### src/rtl/core/bspa_pkg.sv
`timescale 1ns / 1ps
// ----------------------------------------------------------------------------
// Barrier slot pool allocator package
// Shared widths, codes, item types and the slot memory word layout.
// ----------------------------------------------------------------------------
package bspa_pkg;

  // Default geometry of the slot pool.
  localparam int unsigned NUM_POOLS_DEF  = 4;
  localparam int unsigned POOL_DEPTH_DEF = 8;

  // Field widths.
  localparam int unsigned POOLS_W    = 3;
  localparam int unsigned SLOTS_W    = 4;
  localparam int unsigned CFG_DATA_W = 4;
  localparam int unsigned CTX_W      = 32;
  localparam int unsigned ROOT_W     = 16;
  localparam int unsigned CNT_W      = 11;
  localparam int unsigned FPOOL_W    = 2;
  localparam int unsigned FSLOT_W    = 3;

  // Reset values of the configuration registers.
  localparam logic [POOLS_W-1:0] POOLS_RST = 3'd4;
  localparam logic [SLOTS_W-1:0] SLOTS_RST = 4'd8;

  typedef enum logic [0:0] {
    FUNC_ATTACH = 1'b0,
    FUNC_FREE   = 1'b1
  } func_e;

  typedef enum logic [1:0] {
    STATUS_OK        = 2'd0,
    STATUS_NO_RES    = 2'd1,
    STATUS_NOT_FOUND = 2'd2
  } status_e;

  typedef enum logic [0:0] {
    REG_POOLS_IN_USE   = 1'b0,
    REG_SLOTS_PER_POOL = 1'b1
  } cfg_reg_e;

  typedef enum logic [2:0] {
    FSM_IDLE,
    FSM_MATCH,
    FSM_ALLOC,
    FSM_FREE_RD,
    FSM_FREE_WR,
    FSM_DONE
  } fsm_e;

  typedef struct packed {
    func_e              func;
    logic               first_instance;
    logic [CTX_W-1:0]   context_id;
    logic [ROOT_W-1:0]  root_id;
    logic [CNT_W-1:0]   group_size;
    logic [FPOOL_W-1:0] free_pool;
    logic [FSLOT_W-1:0] free_slot;
  } in_item_t;

  typedef struct packed {
    status_e            status;
    logic               got_resource;
    logic [FPOOL_W-1:0] pool_index;
    logic [FSLOT_W-1:0] slot_index;
    logic               released;
  } res_t;

  // One entry of the slot memory.
  typedef struct packed {
    logic [CTX_W-1:0]  ctx;
    logic [ROOT_W-1:0] root;
    logic [CNT_W-1:0]  attach;
    logic [CNT_W-1:0]  freed;
    logic [CNT_W-1:0]  member;
  } slot_word_t;

endpackage

### src/rtl/core/bspa_if.sv
`timescale 1ns / 1ps
// ----------------------------------------------------------------------------
// Barrier slot pool allocator channels
// Valid/ready channels for request items, result items and register writes.
// ----------------------------------------------------------------------------
interface bspa_item_if;
  import bspa_pkg::*;
  logic     valid;
  logic     ready;
  in_item_t item;
  modport source (output valid, output item, input ready);
  modport sink (input valid, input item, output ready);
endinterface

interface bspa_res_if;
  import bspa_pkg::*;
  logic valid;
  logic ready;
  res_t res;
  modport source (output valid, output res, input ready);
  modport sink (input valid, input res, output ready);
endinterface

interface bspa_cfg_if;
  import bspa_pkg::*;
  logic                  valid;
  logic                  ready;
  cfg_reg_e              index;
  logic [CFG_DATA_W-1:0] data;
  modport source (output valid, output index, output data, input ready);
  modport sink (input valid, input index, input data, output ready);
endinterface

### src/rtl/core/bspa_ram.sv
`timescale 1ns / 1ps
// ----------------------------------------------------------------------------
// Generic RAM
// One write port and one read port, read data registered.
// ----------------------------------------------------------------------------
module bspa_ram #(
  parameter int unsigned WIDTH = 8,
  parameter int unsigned DEPTH = 32,
  localparam int unsigned AW   = (DEPTH > 1) ? $clog2(DEPTH) : 1
) (
  input  logic             clk_i,
  input  logic             we_i,
  input  logic [AW-1:0]    waddr_i,
  input  logic [WIDTH-1:0] wdata_i,
  input  logic             re_i,
  input  logic [AW-1:0]    raddr_i,
  output logic [WIDTH-1:0] rdata_o
);

  logic [WIDTH-1:0] mem_q [DEPTH];
  logic [WIDTH-1:0] rdata_q;

  // Write port and registered read port.
  always_ff @(posedge clk_i) begin
    if (we_i) begin
      mem_q[waddr_i] <= wdata_i;
    end
    if (re_i) begin
      rdata_q <= mem_q[raddr_i];
    end
  end

  assign rdata_o = rdata_q;

endmodule

### src/rtl/core/barrier_slot_pool_allocator.sv
`timescale 1ns / 1ps
// ----------------------------------------------------------------------------
// Barrier slot pool allocator
// Attaches groups to barrier slots by key, claims free slots round-robin over
// the sub-pools, and releases a slot once all its members have freed it.
// ----------------------------------------------------------------------------
//  channel | dir | handshake           | payload
//  --------+-----+---------------------+----------------------------------
//  cfg_i   | in  | valid / ready       | index (register), data
//  in_i    | in  | valid / ready       | item: func, key, size, free slot
//  out_o   | out | valid / ready       | res: status, slot, released
//
// The key search covers the U usable slots (32 at reset values) and stops
// at the first match; a miss goes on to the claim search for a first
// instance, which ends on a free slot or after all U usable slots. The key
// search reads the slot memory one
// entry per cycle and the claim search walks the busy bits one slot per
// cycle. The busy bits are flip-flops cleared by reset, so no clearing pass
// runs. A new item is taken in the cycle after the previous result is loaded
// into the output register; a stalled output holds the block in its final
// state.
module barrier_slot_pool_allocator #(
  parameter int unsigned NUM_POOLS  = bspa_pkg::NUM_POOLS_DEF,
  parameter int unsigned POOL_DEPTH = bspa_pkg::POOL_DEPTH_DEF
) (
  input  logic        clk_i,
  input  logic        rst_ni,
  bspa_cfg_if.sink    cfg_i,
  bspa_item_if.sink   in_i,
  bspa_res_if.source  out_o
);

  import bspa_pkg::*;

  localparam int unsigned NSLOTS = NUM_POOLS * POOL_DEPTH;
  localparam int unsigned AW     = (NSLOTS > 1) ? $clog2(NSLOTS) : 1;
  localparam int unsigned PI_W   = (NUM_POOLS > 1) ? $clog2(NUM_POOLS) : 1;
  localparam int unsigned PC_W   = $clog2(NUM_POOLS + 1);
  localparam int unsigned SC_W   = $clog2(POOL_DEPTH + 1);
  localparam int unsigned PCMP_W = (PC_W > POOLS_W) ? PC_W : POOLS_W;
  localparam int unsigned SCMP_W = (SC_W > SLOTS_W) ? SC_W : SLOTS_W;
  localparam int unsigned WORD_W = $bits(slot_word_t);

  // Flat slot number of a (sub-pool, slot) pair.
  function automatic logic [AW-1:0] slot_addr(input int unsigned pool,
                                              input int unsigned slot);
    int unsigned flat;
    flat = pool * POOL_DEPTH + slot;
    return AW'(flat);
  endfunction

  fsm_e                state_q, state_d;
  in_item_t            item_q;
  logic [POOLS_W-1:0]  pools_q;
  logic [SLOTS_W-1:0]  slots_q;
  logic [NSLOTS-1:0]   busy_q;
  logic [PI_W-1:0]     last_q;

  // Search counters: key search uses pool_q, claim search uses rr_q/cnt_q.
  logic [PC_W-1:0]     pool_q;
  logic [SC_W-1:0]     slot_q;
  logic [PI_W-1:0]     rr_q;
  logic [PC_W-1:0]     cnt_q;

  // Entry whose read data arrives in this cycle during the key search.
  logic                pend_v_q;
  logic [AW-1:0]       pend_k_q;
  logic [PC_W-1:0]     pend_p_q;
  logic [SC_W-1:0]     pend_s_q;

  res_t                res_q, res_d;
  logic                out_valid_q;
  res_t                out_q;

  logic [PC_W-1:0]     np_eff;
  logic [SC_W-1:0]     ns_eff;
  logic                in_fire;
  logic                issue;
  logic                slot_wrap;
  logic [AW-1:0]       scan_k;
  logic                hit;
  logic [PI_W-1:0]     rr_start;
  logic [PI_W-1:0]     rr_next;
  logic [AW-1:0]       alloc_k;
  logic                alloc_live;
  logic                claim;
  logic [AW-1:0]       free_k;
  logic                free_ok;
  logic [CNT_W-1:0]    free_cnt_nxt;
  logic                slot_drop;
  logic                out_load;

  logic                ram_we;
  logic [AW-1:0]       ram_waddr;
  slot_word_t          ram_wdata;
  logic                ram_re;
  logic [AW-1:0]       ram_raddr;
  slot_word_t          ram_rdata;
  logic [WORD_W-1:0]   ram_rdata_raw;

  bspa_ram #(
    .WIDTH (WORD_W),
    .DEPTH (NSLOTS)
  ) u_slot_ram (
    .clk_i   (clk_i),
    .we_i    (ram_we),
    .waddr_i (ram_waddr),
    .wdata_i (ram_wdata),
    .re_i    (ram_re),
    .raddr_i (ram_raddr),
    .rdata_o (ram_rdata_raw)
  );

  assign ram_rdata = slot_word_t'(ram_rdata_raw);

  // Handshakes.
  assign cfg_i.ready = 1'b1;
  assign in_i.ready  = (state_q == FSM_IDLE);
  assign in_fire     = in_i.valid && in_i.ready;
  assign out_o.valid = out_valid_q;
  assign out_o.res   = out_q;
  assign out_load    = (state_q == FSM_DONE) && (!out_valid_q || out_o.ready);

  // Registers above the built geometry act as the geometry itself.
  assign np_eff = (PCMP_W'(pools_q) > PCMP_W'(NUM_POOLS)) ? PC_W'(NUM_POOLS)
                                                          : PC_W'(pools_q);
  assign ns_eff = (SCMP_W'(slots_q) > SCMP_W'(POOL_DEPTH)) ? SC_W'(POOL_DEPTH)
                                                           : SC_W'(slots_q);

  // Search bookkeeping; the slot wrap is shared by both walks.
  assign slot_wrap = (slot_q + SC_W'(1)) == ns_eff;
  assign issue     = (pool_q < np_eff) && (ns_eff != '0);
  assign scan_k    = slot_addr(32'(pool_q), 32'(slot_q));

  // Key compare on the entry read in the previous cycle.
  assign hit = (state_q == FSM_MATCH) && pend_v_q && busy_q[pend_k_q] &&
               (ram_rdata.ctx == item_q.context_id) &&
               (ram_rdata.root == item_q.root_id);

  // Round-robin claim search over the busy bits.
  assign rr_start   = ((PC_W'(last_q) + PC_W'(1)) >= np_eff) ? '0
                                                             : last_q + PI_W'(1);
  assign rr_next    = ((PC_W'(rr_q) + PC_W'(1)) >= np_eff) ? '0 : rr_q + PI_W'(1);
  assign alloc_k    = slot_addr(32'(rr_q), 32'(slot_q));
  assign alloc_live = (cnt_q < np_eff) && (ns_eff != '0);
  assign claim      = (state_q == FSM_ALLOC) && alloc_live && !busy_q[alloc_k];

  // Free request checks and count update.
  assign free_k  = slot_addr(32'(item_q.free_pool), 32'(item_q.free_slot));
  assign free_ok = (PCMP_W'(item_q.free_pool) < PCMP_W'(np_eff)) &&
                   (SCMP_W'(item_q.free_slot) < SCMP_W'(ns_eff)) &&
                   busy_q[free_k];
  assign free_cnt_nxt = ram_rdata.freed + CNT_W'(1);
  assign slot_drop    = (free_cnt_nxt == ram_rdata.member);

  // Next state.
  always_comb begin
    state_d = state_q;
    case (state_q)
      FSM_IDLE: begin
        if (in_fire) begin
          state_d = (in_i.item.func == FUNC_FREE) ? FSM_FREE_RD : FSM_MATCH;
        end
      end
      FSM_MATCH: begin
        if (hit) begin
          state_d = FSM_DONE;
        end else if (!issue && !pend_v_q) begin
          state_d = item_q.first_instance ? FSM_ALLOC : FSM_DONE;
        end
      end
      FSM_ALLOC: begin
        if (claim || !alloc_live) begin
          state_d = FSM_DONE;
        end
      end
      FSM_FREE_RD: begin
        state_d = free_ok ? FSM_FREE_WR : FSM_DONE;
      end
      FSM_FREE_WR: begin
        state_d = FSM_DONE;
      end
      FSM_DONE: begin
        if (out_load) begin
          state_d = FSM_IDLE;
        end
      end
      default: begin
        state_d = FSM_IDLE;
      end
    endcase
  end

  // Memory accesses and result for the current state.
  always_comb begin
    ram_re    = 1'b0;
    ram_raddr = scan_k;
    ram_we    = 1'b0;
    ram_waddr = pend_k_q;
    ram_wdata = ram_rdata;
    res_d     = res_q;
    case (state_q)
      FSM_IDLE: begin
        res_d = '{status: STATUS_NOT_FOUND, got_resource: 1'b0,
                  pool_index: '0, slot_index: '0, released: 1'b0};
      end
      FSM_MATCH: begin
        ram_re = issue;
        if (hit) begin
          // Known key: one more attach, member count follows the request.
          ram_we              = 1'b1;
          ram_wdata.attach    = ram_rdata.attach + CNT_W'(1);
          ram_wdata.member    = item_q.group_size;
          res_d.status        = STATUS_OK;
          res_d.got_resource  = 1'b1;
          res_d.pool_index    = FPOOL_W'(pend_p_q);
          res_d.slot_index    = FSLOT_W'(pend_s_q);
        end
      end
      FSM_ALLOC: begin
        ram_waddr    = alloc_k;
        ram_wdata    = '{ctx: item_q.context_id, root: item_q.root_id,
                         attach: CNT_W'(1), freed: '0, member: item_q.group_size};
        res_d.status = STATUS_NO_RES;
        if (claim) begin
          ram_we             = 1'b1;
          res_d.status       = STATUS_OK;
          res_d.got_resource = 1'b1;
          res_d.pool_index   = FPOOL_W'(rr_q);
          res_d.slot_index   = FSLOT_W'(slot_q);
        end
      end
      FSM_FREE_RD: begin
        ram_raddr = free_k;
        ram_re    = free_ok;
      end
      FSM_FREE_WR: begin
        ram_we          = 1'b1;
        ram_waddr       = free_k;
        ram_wdata.freed = free_cnt_nxt;
        res_d.status    = STATUS_OK;
        res_d.released  = slot_drop;
      end
      FSM_DONE: begin
        res_d = res_q;
      end
      default: begin
        res_d = res_q;
      end
    endcase
  end

  // Control state.
  always_ff @(posedge clk_i or negedge rst_ni) begin
    if (!rst_ni) begin
      state_q     <= FSM_IDLE;
      pools_q     <= POOLS_RST;
      slots_q     <= SLOTS_RST;
      busy_q      <= '0;
      last_q      <= PI_W'(NUM_POOLS - 1);
      pend_v_q    <= 1'b0;
      out_valid_q <= 1'b0;
    end else begin
      state_q <= state_d;

      if (cfg_i.valid && cfg_i.ready) begin
        case (cfg_i.index)
          REG_POOLS_IN_USE:   pools_q <= cfg_i.data[POOLS_W-1:0];
          REG_SLOTS_PER_POOL: slots_q <= cfg_i.data[SLOTS_W-1:0];
          default: ;
        endcase
      end

      if (claim) begin
        busy_q[alloc_k] <= 1'b1;
        last_q          <= rr_q;
      end
      if ((state_q == FSM_FREE_WR) && slot_drop) begin
        busy_q[free_k] <= 1'b0;
      end

      pend_v_q <= (state_q == FSM_MATCH) && issue && !hit;

      if (out_load) begin
        out_valid_q <= 1'b1;
      end else if (out_o.ready) begin
        out_valid_q <= 1'b0;
      end
    end
  end

  // Item, counters and result payload.
  always_ff @(posedge clk_i) begin
    res_q <= res_d;
    if (out_load) begin
      out_q <= res_q;
    end
    if (in_fire) begin
      item_q <= in_i.item;
      pool_q <= '0;
      slot_q <= '0;
    end
    if (state_q == FSM_MATCH) begin
      pend_k_q <= scan_k;
      pend_p_q <= pool_q;
      pend_s_q <= slot_q;
      if (issue) begin
        if (slot_wrap) begin
          slot_q <= '0;
          pool_q <= pool_q + PC_W'(1);
        end else begin
          slot_q <= slot_q + SC_W'(1);
        end
      end
      if (state_d == FSM_ALLOC) begin
        rr_q   <= rr_start;
        cnt_q  <= '0;
        slot_q <= '0;
      end
    end
    if ((state_q == FSM_ALLOC) && alloc_live && !claim) begin
      if (slot_wrap) begin
        slot_q <= '0;
        cnt_q  <= cnt_q + PC_W'(1);
        rr_q   <= rr_next;
      end else begin
        slot_q <= slot_q + SC_W'(1);
      end
    end
  end

  // A result reaches the output register only from the final state.
  a_out_from_done: assert property (@(posedge clk_i) disable iff (!rst_ni)
    $rose(out_valid_q) |-> ($past(state_q) == FSM_DONE))
    else $error("result presented without passing the final state");

  // A claimed slot is marked busy in the following cycle.
  a_claim_sets_busy: assert property (@(posedge clk_i) disable iff (!rst_ni)
    claim |=> busy_q[$past(alloc_k)])
    else $error("claimed slot not marked busy");

  // A released slot is free in the following cycle.
  a_release_clears: assert property (@(posedge clk_i) disable iff (!rst_ni)
    ((state_q == FSM_FREE_WR) && slot_drop) |=> !busy_q[$past(free_k)])
    else $error("released slot still busy");

  // An obtained slot always reports success and never a release.
  a_got_is_ok: assert property (@(posedge clk_i) disable iff (!rst_ni)
    (out_valid_q && out_q.got_resource) |->
      ((out_q.status == STATUS_OK) && !out_q.released))
    else $error("slot obtained with a failing status");

  // An accepted item starts either the key search or the free read.
  a_accept_start: assert property (@(posedge clk_i) disable iff (!rst_ni)
    in_fire |=> ((state_q == FSM_MATCH) || (state_q == FSM_FREE_RD)))
    else $error("accepted item did not start processing");

endmodule
### src/flat_wrapper.sv
// flat-port wrapper written by rule: the top's interface ports become plain ports
module barrier_slot_pool_allocator_flat import bspa_pkg::*;
#(
  parameter int unsigned NUM_POOLS  = bspa_pkg::NUM_POOLS_DEF,
  parameter int unsigned POOL_DEPTH = bspa_pkg::POOL_DEPTH_DEF
)
  (clk_i, rst_ni, cfg_i_valid, cfg_i_index, cfg_i_data, cfg_i_ready, in_i_valid, in_i_item, in_i_ready, out_o_valid, out_o_res, out_o_ready);
  bspa_cfg_if cfg_i_i ();
  bspa_item_if in_i_i ();
  bspa_res_if out_o_i ();
  input  logic clk_i;
  input  logic rst_ni;
  input wire logic [$bits(cfg_i_i.valid)-1:0] cfg_i_valid;
  input wire logic [$bits(cfg_i_i.index)-1:0] cfg_i_index;
  input wire logic [$bits(cfg_i_i.data)-1:0] cfg_i_data;
  output wire logic [$bits(cfg_i_i.ready)-1:0] cfg_i_ready;
  input wire logic [$bits(in_i_i.valid)-1:0] in_i_valid;
  input wire logic [$bits(in_i_i.item)-1:0] in_i_item;
  output wire logic [$bits(in_i_i.ready)-1:0] in_i_ready;
  output wire logic [$bits(out_o_i.valid)-1:0] out_o_valid;
  output wire logic [$bits(out_o_i.res)-1:0] out_o_res;
  input wire logic [$bits(out_o_i.ready)-1:0] out_o_ready;
  assign cfg_i_i.valid = cfg_i_valid;
  assign cfg_i_i.index = cfg_i_index;
  assign cfg_i_i.data = cfg_i_data;
  assign cfg_i_ready = cfg_i_i.ready;
  assign in_i_i.valid = in_i_valid;
  assign in_i_i.item = in_i_item;
  assign in_i_ready = in_i_i.ready;
  assign out_o_valid = out_o_i.valid;
  assign out_o_res = out_o_i.res;
  assign out_o_i.ready = out_o_ready;
  barrier_slot_pool_allocator #(.NUM_POOLS(NUM_POOLS), .POOL_DEPTH(POOL_DEPTH)) u_core (.clk_i(clk_i), .rst_ni(rst_ni), .cfg_i(cfg_i_i), .in_i(in_i_i), .out_o(out_o_i));
endmodule
### config.mk
export PLATFORM = sky130hd
export DESIGN_NAME = barrier_slot_pool_allocator_flat
export DESIGN_NICKNAME = d
export VERILOG_FILES = /design/src/rtl/core/bspa_pkg.sv /design/src/rtl/core/bspa_if.sv /design/src/rtl/core/bspa_ram.sv /design/src/rtl/core/barrier_slot_pool_allocator.sv /design/src/flat_wrapper.sv
export SDC_FILE = /design/constraint.sdc
export NUM_CORES = 2
export LEC_CHECK = 0
export BUFFER_PORTS_ARGS = -buffer_cell sky130_fd_sc_hd__buf_2
export CAP_MARGIN = 20
export CELL_PAD_IN_SITES_DETAIL_PLACEMENT = 0
export CELL_PAD_IN_SITES_GLOBAL_PLACEMENT = 1
export CORE_UTILIZATION = 55
export CTS_CLUSTER_SIZE = 10
export DETAILED_ROUTE_END_ITERATION = 16
export PLACE_DENSITY = 0.76
export RECOVER_POWER = 50
export SYNTH_ARGS = -nofsm -noshare
export SYNTH_HDL_FRONTEND = slang
export SYNTH_SLANG_ARGS = --single-unit
export TNS_END_PERCENT = 100
### constraint.sdc
create_clock -name clk_i -period 11.4 [get_ports clk_i]
set_input_delay 2.28 -clock clk_i [delete_from_list [all_inputs] [get_ports clk_i]]
set_output_delay 2.28 -clock clk_i [all_outputs]
set_load 0.1 [all_outputs]
Yosys cells after proc, flatten, opt, wreduce, memory -nomap -nowiden
Memories as Yosys holds them, arrays and structs flattened. A register that Yosys moved wholly into a read port is not among the register bits.
Cells that the tools add are included.
Word-level totals
  word-level logic and storage cells: 174
  output and inout port bits: 12
  memories: 1
  bits in writable memories: 2592
  flip-flop bits (word level): 151
Memories
  u_core.u_slot_ram.mem_q: depth 32, width 81, read ports 1, clocked after Yosys merged registers in 1, wr ports 1, line bspa_ram.sv:20  | logic [WIDTH-1:0] mem_q [DEPTH];
Cells by class
  magnitude comparators: 13
  muxes and demuxes: 64
  equal/unequal tests: 12
  $add $sub $neg: 12
  reduce and logical (&&, ||, !) cells: 38
  bitwise gates (word level): 4
Operators with widths (count)
  11-bit case mux with 2 select lines: 3
  32-bit two-way mux: 2
  48-bit two-way mux: 1
  3-bit two-way mux: 15
  32-bit bitwise AND: 1
  32-bit == test: 1
  32-bit inverter: 1
  32-bit bitwise OR: 1
  4-bit two-way mux: 7
  11-bit by 1-bit adder with 11-bit output, second input constant: 2
  11-bit two-way mux: 2
  1-bit logical AND: 19
  5-bit by 6-bit < comparator with 1-bit output, second input constant: 3
  3-bit case mux with 6 select lines: 1
  6-bit case mux with 3 select lines: 1
  16-bit == test: 1
  1-bit binary-select mux with 5-bit select: 3
  2-bit two-way mux: 7
  1-bit two-way mux: 12
  11-bit == test: 1
  5-bit by 4-bit adder with 5-bit output: 2
  1-bit demux with 5-bit select: 2
  5-bit by 1-bit greater-or-equal comparator with 1-bit output, second input constant: 2
  5-bit case mux with 2 select lines: 1
  other kinds (31): 52

Longest topological paths before layout
  word-level depth: 14
  mapped depth: 12
  mapped depth without buffers: 9

Modules after synthesis
A second synthesis with hierarchy kept.
Second synthesis, totals
  cell total of the unflattened synthesis: 5667
  area, all modules: 109995.5 sq um
Modules (own cells, without submodules)
  bspa_ram: seq. area each 80267.0 sq um, cells each 4751, instances 1, area an instance 100955.6 sq um
  barrier_slot_pool_allocator: seq. area each 4098.9 sq um, cells each 916, instances 1, area an instance 9039.9 sq um

Least setup slack after synthesis
OpenSTA, ideal clock, no wires.
  path kind: register to register
  start point: reg u_core.state_q[0]
  end point: mem u_core.u_slot_ram.mem_q[21][0] (netlist bit) (enable)
  cell stages (with the launch flop): 12
  setup slack: 3298 ps
  arrival time: 7518 ps
  library setup time: 584 ps
  path through: dfrtp_1 > buf_4 > inv_2 > or3_4 > clkinv_2 > nand3_1 > or4_1 > or4_1 > nor4_4 > nor3_2 > buf_6 > nor3_1
Between the ends
  word-level cells in the longest chain between the ends: 9
  elaborated cells between the ends (all ways): 15
Ends and longest elaborated chain
  start: declaration: line barrier_slot_pool_allocator.sv:52  | fsm_e state_q, state_d;
  start signal: assignment: line barrier_slot_pool_allocator.sv:264  | state_q <= state_d;
  3-bit by 1-bit == test with 1-bit output: line barrier_slot_pool_allocator.sv:136, barrier_slot_pool_allocator.sv:202
  1-bit logical AND (3 in a row): line barrier_slot_pool_allocator.sv:136  | assign hit = (state_q == FSM_MATCH) && pend_v_q && busy_q[pend_k_q] &&
  1-bit logical AND: line barrier_slot_pool_allocator.sv:137  | (ram_rdata.ctx == item_q.context_id) &&
  1-bit two-way mux: line barrier_slot_pool_allocator.sv:209  | if (hit) begin
  1-bit case mux with 3 select lines: line barrier_slot_pool_allocator.sv:202  | case (state_q)
  1-bit two-way mux: line bspa_ram.sv:25  | if (we_i) begin
  1-bit two-way mux (not written as such): line bspa_ram.sv:26  | mem_q[waddr_i] <= wdata_i;
  end: declaration: line bspa_ram.sv:20
Several ways; a longest one is shown, not always the timed one.

Worst setup path in the final report
  start point: reg u_core.slot_q[1]
  end point: reg u_core.u_slot_ram.rdata_q[63], in the netlist u_core.u_slot_ram.rdata_o[63] (read register of u_core.u_slot_ram.mem_q) (data pin)
Between the ends
  word-level cells in the longest chain between the ends: 2
Ends and longest elaborated chain
  start: declaration: line barrier_slot_pool_allocator.sv:61  | logic [SC_W-1:0] slot_q;
  start signal: assignment: line barrier_slot_pool_allocator.sv:312  | slot_q <= slot_q + SC_W'(1);
  start signal: assignment: line barrier_slot_pool_allocator.sv:327  | slot_q <= slot_q + SC_W'(1);
  5-bit by 4-bit adder with 5-bit output: line barrier_slot_pool_allocator.sv:48  | flat = pool * POOL_DEPTH + slot;
  5-bit two-way mux: line barrier_slot_pool_allocator.sv:202
  end: declaration: line bspa_ram.sv:21  | logic [WIDTH-1:0] rdata_q;
Every way passes these cells.
A chain may end at the register's enable or synchronous reset.

==> run summary <==
Combinational cells account for 30.8% of the total power. The final critical path takes up 75.56% of the cycle. After synthesis, the share of flip-flops with an asynchronous set or reset is 1.871%. The most used flip-flop cell after synthesis was sky130_fd_sc_hd__edfxtp_1. Setup repair after global routing left no endpoint under its margin. The run gives 5632 as the number of nets in the finished design. After global routing the overflow that remains totals 0. The TritonCTS sink count is 2458, and the signed area change from the synthesized netlist to the final layout is 11.78%. Fill cells in the final layout number 12190. The number of ports placed on the die boundary came out at 88. For the cell count after synthesis, the log shows 5265. Leaving out filler cells and counting taps, the final layout contains 7893. Total power for the finished layout comes to 30.18 mW. Counting instances in the post-synthesis netlist gives the leading cell types as 2400 x sky130_fd_sc_hd__edfxtp_1, 862 x sky130_fd_sc_hd__nand2_1, 470 x sky130_fd_sc_hd__mux4_2, 217 x sky130_fd_sc_hd__a21oi_1, 191 x sky130_fd_sc_hd__clkbuf_1.

The checks that failed: max-capacitance violations, max-slew violations. The sequential cells in the finished layout cover a total of 73470 sq um. After synthesis, the mean cell area works out to 18.31 sq um. For the warning count from the yosys run, the log shows 0. The area share of the largest cell type after synthesis was 74.75%; the area of the die was 177000 sq um.

The tools report the final weighted congestion in routability-driven placement as 0.8847. The switching portion of total power was 34.07%. Summed over all cells, the static leakage comes to 34.55 nW. The tool flagged a number of max-cap violations equal to 44. The number of detailed-route iterations in the first pass is 6, and the largest net degree at the start of global routing is 108.

Data on the critical path arrives at its endpoint at 9.21 ns. The average routed wire per standard cell is 33.25 um. Counting the buffers created by CTS gives 298.

The setup TNS came out at 0 ns. Setup violations remaining at the end of the flow were counted as 0. Cells with a size suffix above 1 make up 18.37% of the layout. STA classifies the critical path endpoint as a flip-flop. Measured along the y axis, the die boundary spans 420.7 um. The deepest level of the CTS H-tree came out at 5. At the pin with the least slew margin, the transition time is 5.151 ns. The number of antenna diodes in the final layout is 0. Power spread over the standard cell area amounts to 280.0 nW/um^2. Data on the critical path is required at its endpoint by 12.00 ns. The flow ran to the end, but the final reports show violations. The floorplan step set the die width to 420.7 um.

The logs give 96410 sq um for the cell area after technology mapping and 52590 for the via count. Counting flops with a built-in enable in the synthesized netlist gives 2400. The number of buffers inserted by hold repair at cts is 0, and the overall track demand over capacity in global routing is 30.01%.

The number of antenna violations at the first check in global routing came out at 11. STA classifies the critical path startpoint as a flip-flop. Detailed placement ended at an HPWL of 154400 um. The clock latency at the later pin of the worst-skew pair is 0.95 ns. The core footprint was 174000 sq um; the post-detailed-route via-to-cell ratio was 6.663.

Clock skew on the completed layout was measured at 0.07905 ns. By area the synthesized netlist is led by sky130_fd_sc_hd__edfxtp_1 75%, sky130_fd_sc_hd__mux4_2 11%, sky130_fd_sc_hd__nand2_1 3.4%. The buffer cell driving the clock tree root was sky130_fd_sc_hd__clkbuf_16.

In this run the tightest slew margin relative to its limit is -247.1%. The number of DRC violations after detailed routing was 0; the number of design-rule violations left by the first detailed-router iteration was 7531. Of the total power, registers draw 42.6%. The highest net fanout along the worst path is 72.

The type of the most critical hold path is reg -> reg. Internal power comes to 19.90 mW. The time the final worst path needs with I/O delays and setup works out to 8.614 ns.

The number of cell rows is 153, and the total wire length after detailed routing is 262500 um. The critical path start-end classification was reg -> reg. After clock tree synthesis, the clock-pin slew on the worst setup and hold paths is 0.06 ns. The cell count after placement is 7535, and the count of buffers inserted at the top-level ports is 86. Synthesis produced a netlist with a net count of 5365.

Top achievable clock speed: 116.1 MHz. The synthesized design contains 2458 register bits. Cell accounting for the most synthesized area: sky130_fd_sc_hd__edfxtp_1. The tools report the count of pins over their slew limit as 1434.

The first global-routing pass estimated 373100 um of wire. Gates resized during post-CTS repair numbered 0. The setup slack on the worst flop-to-flop path is 2.79 ns. The clock passes through at most 4 buffers. The final-report hold violation count was 0; the remaining antenna violation count was 0. The logs give 51100 for the number of global-route vias before repair and 55.41% for the effective utilization at floorplan.

Yosys mapped the design onto 73 distinct sky130hd cell types. For this design the total switching power over the nets is 10.28 mW. The clock network burns 26.7% of the power. The most frequent cell after synthesis is sky130_fd_sc_hd__edfxtp_1. The tools report the peak supply drop as 215.1 uV. TritonCTS built the clock tree. The share of the Yosys chip area taken by registers is 76.20%. The multi-input combinational cells in the finished layout cover a total of 21890 sq um. Buffers added to address setup during post-CTS repair amount to 0.
==> path summary, 6_finish.rpt <==
path,start,to,cells past startpoint
worst max-delay path,u_core.slot_q[1],u_core.u_slot_ram.rdata_o[63],8
worst min-delay path,u_core.res_q[0],u_core.out_o.res[0],0
worst min register to register,u_core.res_q[0],u_core.out_o.res[0],0
max in group asynchronous,rst_ni,u_core.pools_q[1],2
worst max register to register,u_core.slot_q[1],u_core.u_slot_ram.rdata_o[63],8
min in group asynchronous,rst_ni,u_core.busy_q[24],1
==> power by group through the flow <==
stage	logic (mW)	clock network [mW]	registers, mW
floorplan	5.52	0	12.8
global placement	9.13	0	12.9
detailed placement	9.32	0	12.9
CTS	9.35	8.14	12.7
global route	9.77	8.48	12.9
finish	9.29	8.05	12.8
==> area by class of cell <==
| cell class | count | area share (%) |
|---|---|---|
| clock buffers | 330 | 7.178 |
| clock inverters | 6 | 0.07430 |
| inverters | 25 | 0.08939 |
| multi-input cells | 2480 | 20.31 |
| flip-flops and latches | 2458 | 68.17 |
| well taps | 2325 | 2.699 |
| repair buffers | 269 | 1.478 |
==> logic make-up after synthesis <==
kind of cell / count (synthesis) / share of synthesized area [%]
flip-flops: 2458 / 76.20
AND/OR/NAND/NOR: 1264 / 5.682
AO/OA/AOI/OAI: 584 / 4.036
multiplexers: 546 / 11.84
buffers and inverters: 327 / 1.374
XOR/XNOR: 61 / 0.5541
adder cells (fa/ha/maj): 24 / 0.3115
other: 1 / 0.003890
==> layout by cell type (no fill, tap or decap), types with 48 or more instances in the layout <==
cell type                   instances
sky130_fd_sc_hd__clkbuf_1         129
sky130_fd_sc_hd__nand3_1          155
sky130_fd_sc_hd__buf_2             48
sky130_fd_sc_hd__o21ai_0           52
sky130_fd_sc_hd__edfxtp_1        2400
sky130_fd_sc_hd__mux4_2           470
sky130_fd_sc_hd__or4_1             50
sky130_fd_sc_hd__buf_4            109
sky130_fd_sc_hd__a21oi_1          217
sky130_fd_sc_hd__clkbuf_16        305
sky130_fd_sc_hd__o221ai_1          52
sky130_fd_sc_hd__a31oi_1           74
sky130_fd_sc_hd__nand2_1          857
==> worst max-delay path, stage by stage (launching register included) <==
cell                       delay, ns
sky130_fd_sc_hd__dfxtp_1        0.30
sky130_fd_sc_hd__clkbuf_1       1.26
sky130_fd_sc_hd__mux2_1         2.75
sky130_fd_sc_hd__nand2_4        1.12
sky130_fd_sc_hd__clkbuf_1       1.18
sky130_fd_sc_hd__a21oi_1        0.56
sky130_fd_sc_hd__o32a_1         0.22
sky130_fd_sc_hd__o221ai_1       0.19
sky130_fd_sc_hd__a21oi_1        0.63
==> registers in the layout (all words and copies together), names as in the netlist <==
signal and count:
u_core.out_o.valid 1, u_core.pool_q 3, u_core.rr_q 2, u_core.cnt_q 3
u_core.res_q 9, u_core.slots_q 4, u_core.pend_p_q 2, u_core.out_o.res 9
u_core.slot_q 4, u_core.item_q 65, u_core.pend_v_q 1, u_core.u_slot_ram.mem_q 2240
u_core.u_slot_ram.rdata_o 70, u_core.busy_q 32, u_core.last_q 2, u_core.pend_k_q 3
u_core.pend_s_q 2, u_core.state_q 3, u_core.pools_q 3
==> stage by stage <==
step / cell area (sq um) / setup slack, ns / hold slack, ns / util, %
finish: 107800 / 2.786 / 0.4195 / 61.93
global route: 107800 / 2.499 / 0.4392 / 61.93
CTS: 108100 / 4.923 / 0.4244 / 62.14
detailed placement: 100300 / 4.893 / 0.4102 / 57.65
global placement: 100200 / 5.113 / 0.4094 / 57.59
floorplan: 96410 / 3.298 / 0.4003 / -
==> layer usage <==
| layer | GRT usage, % | share of wire (%) |
|---|---|---|
| met1 | 43.97 | 39 |
| met3 | 7.316 | 11 |
| met2 | 45.27 | 46 |
| met4 | 8.493 | 3.0 |
| met5 | 0 | 0.0091 |
Note: power is estimated with default switching activity, not from simulation.
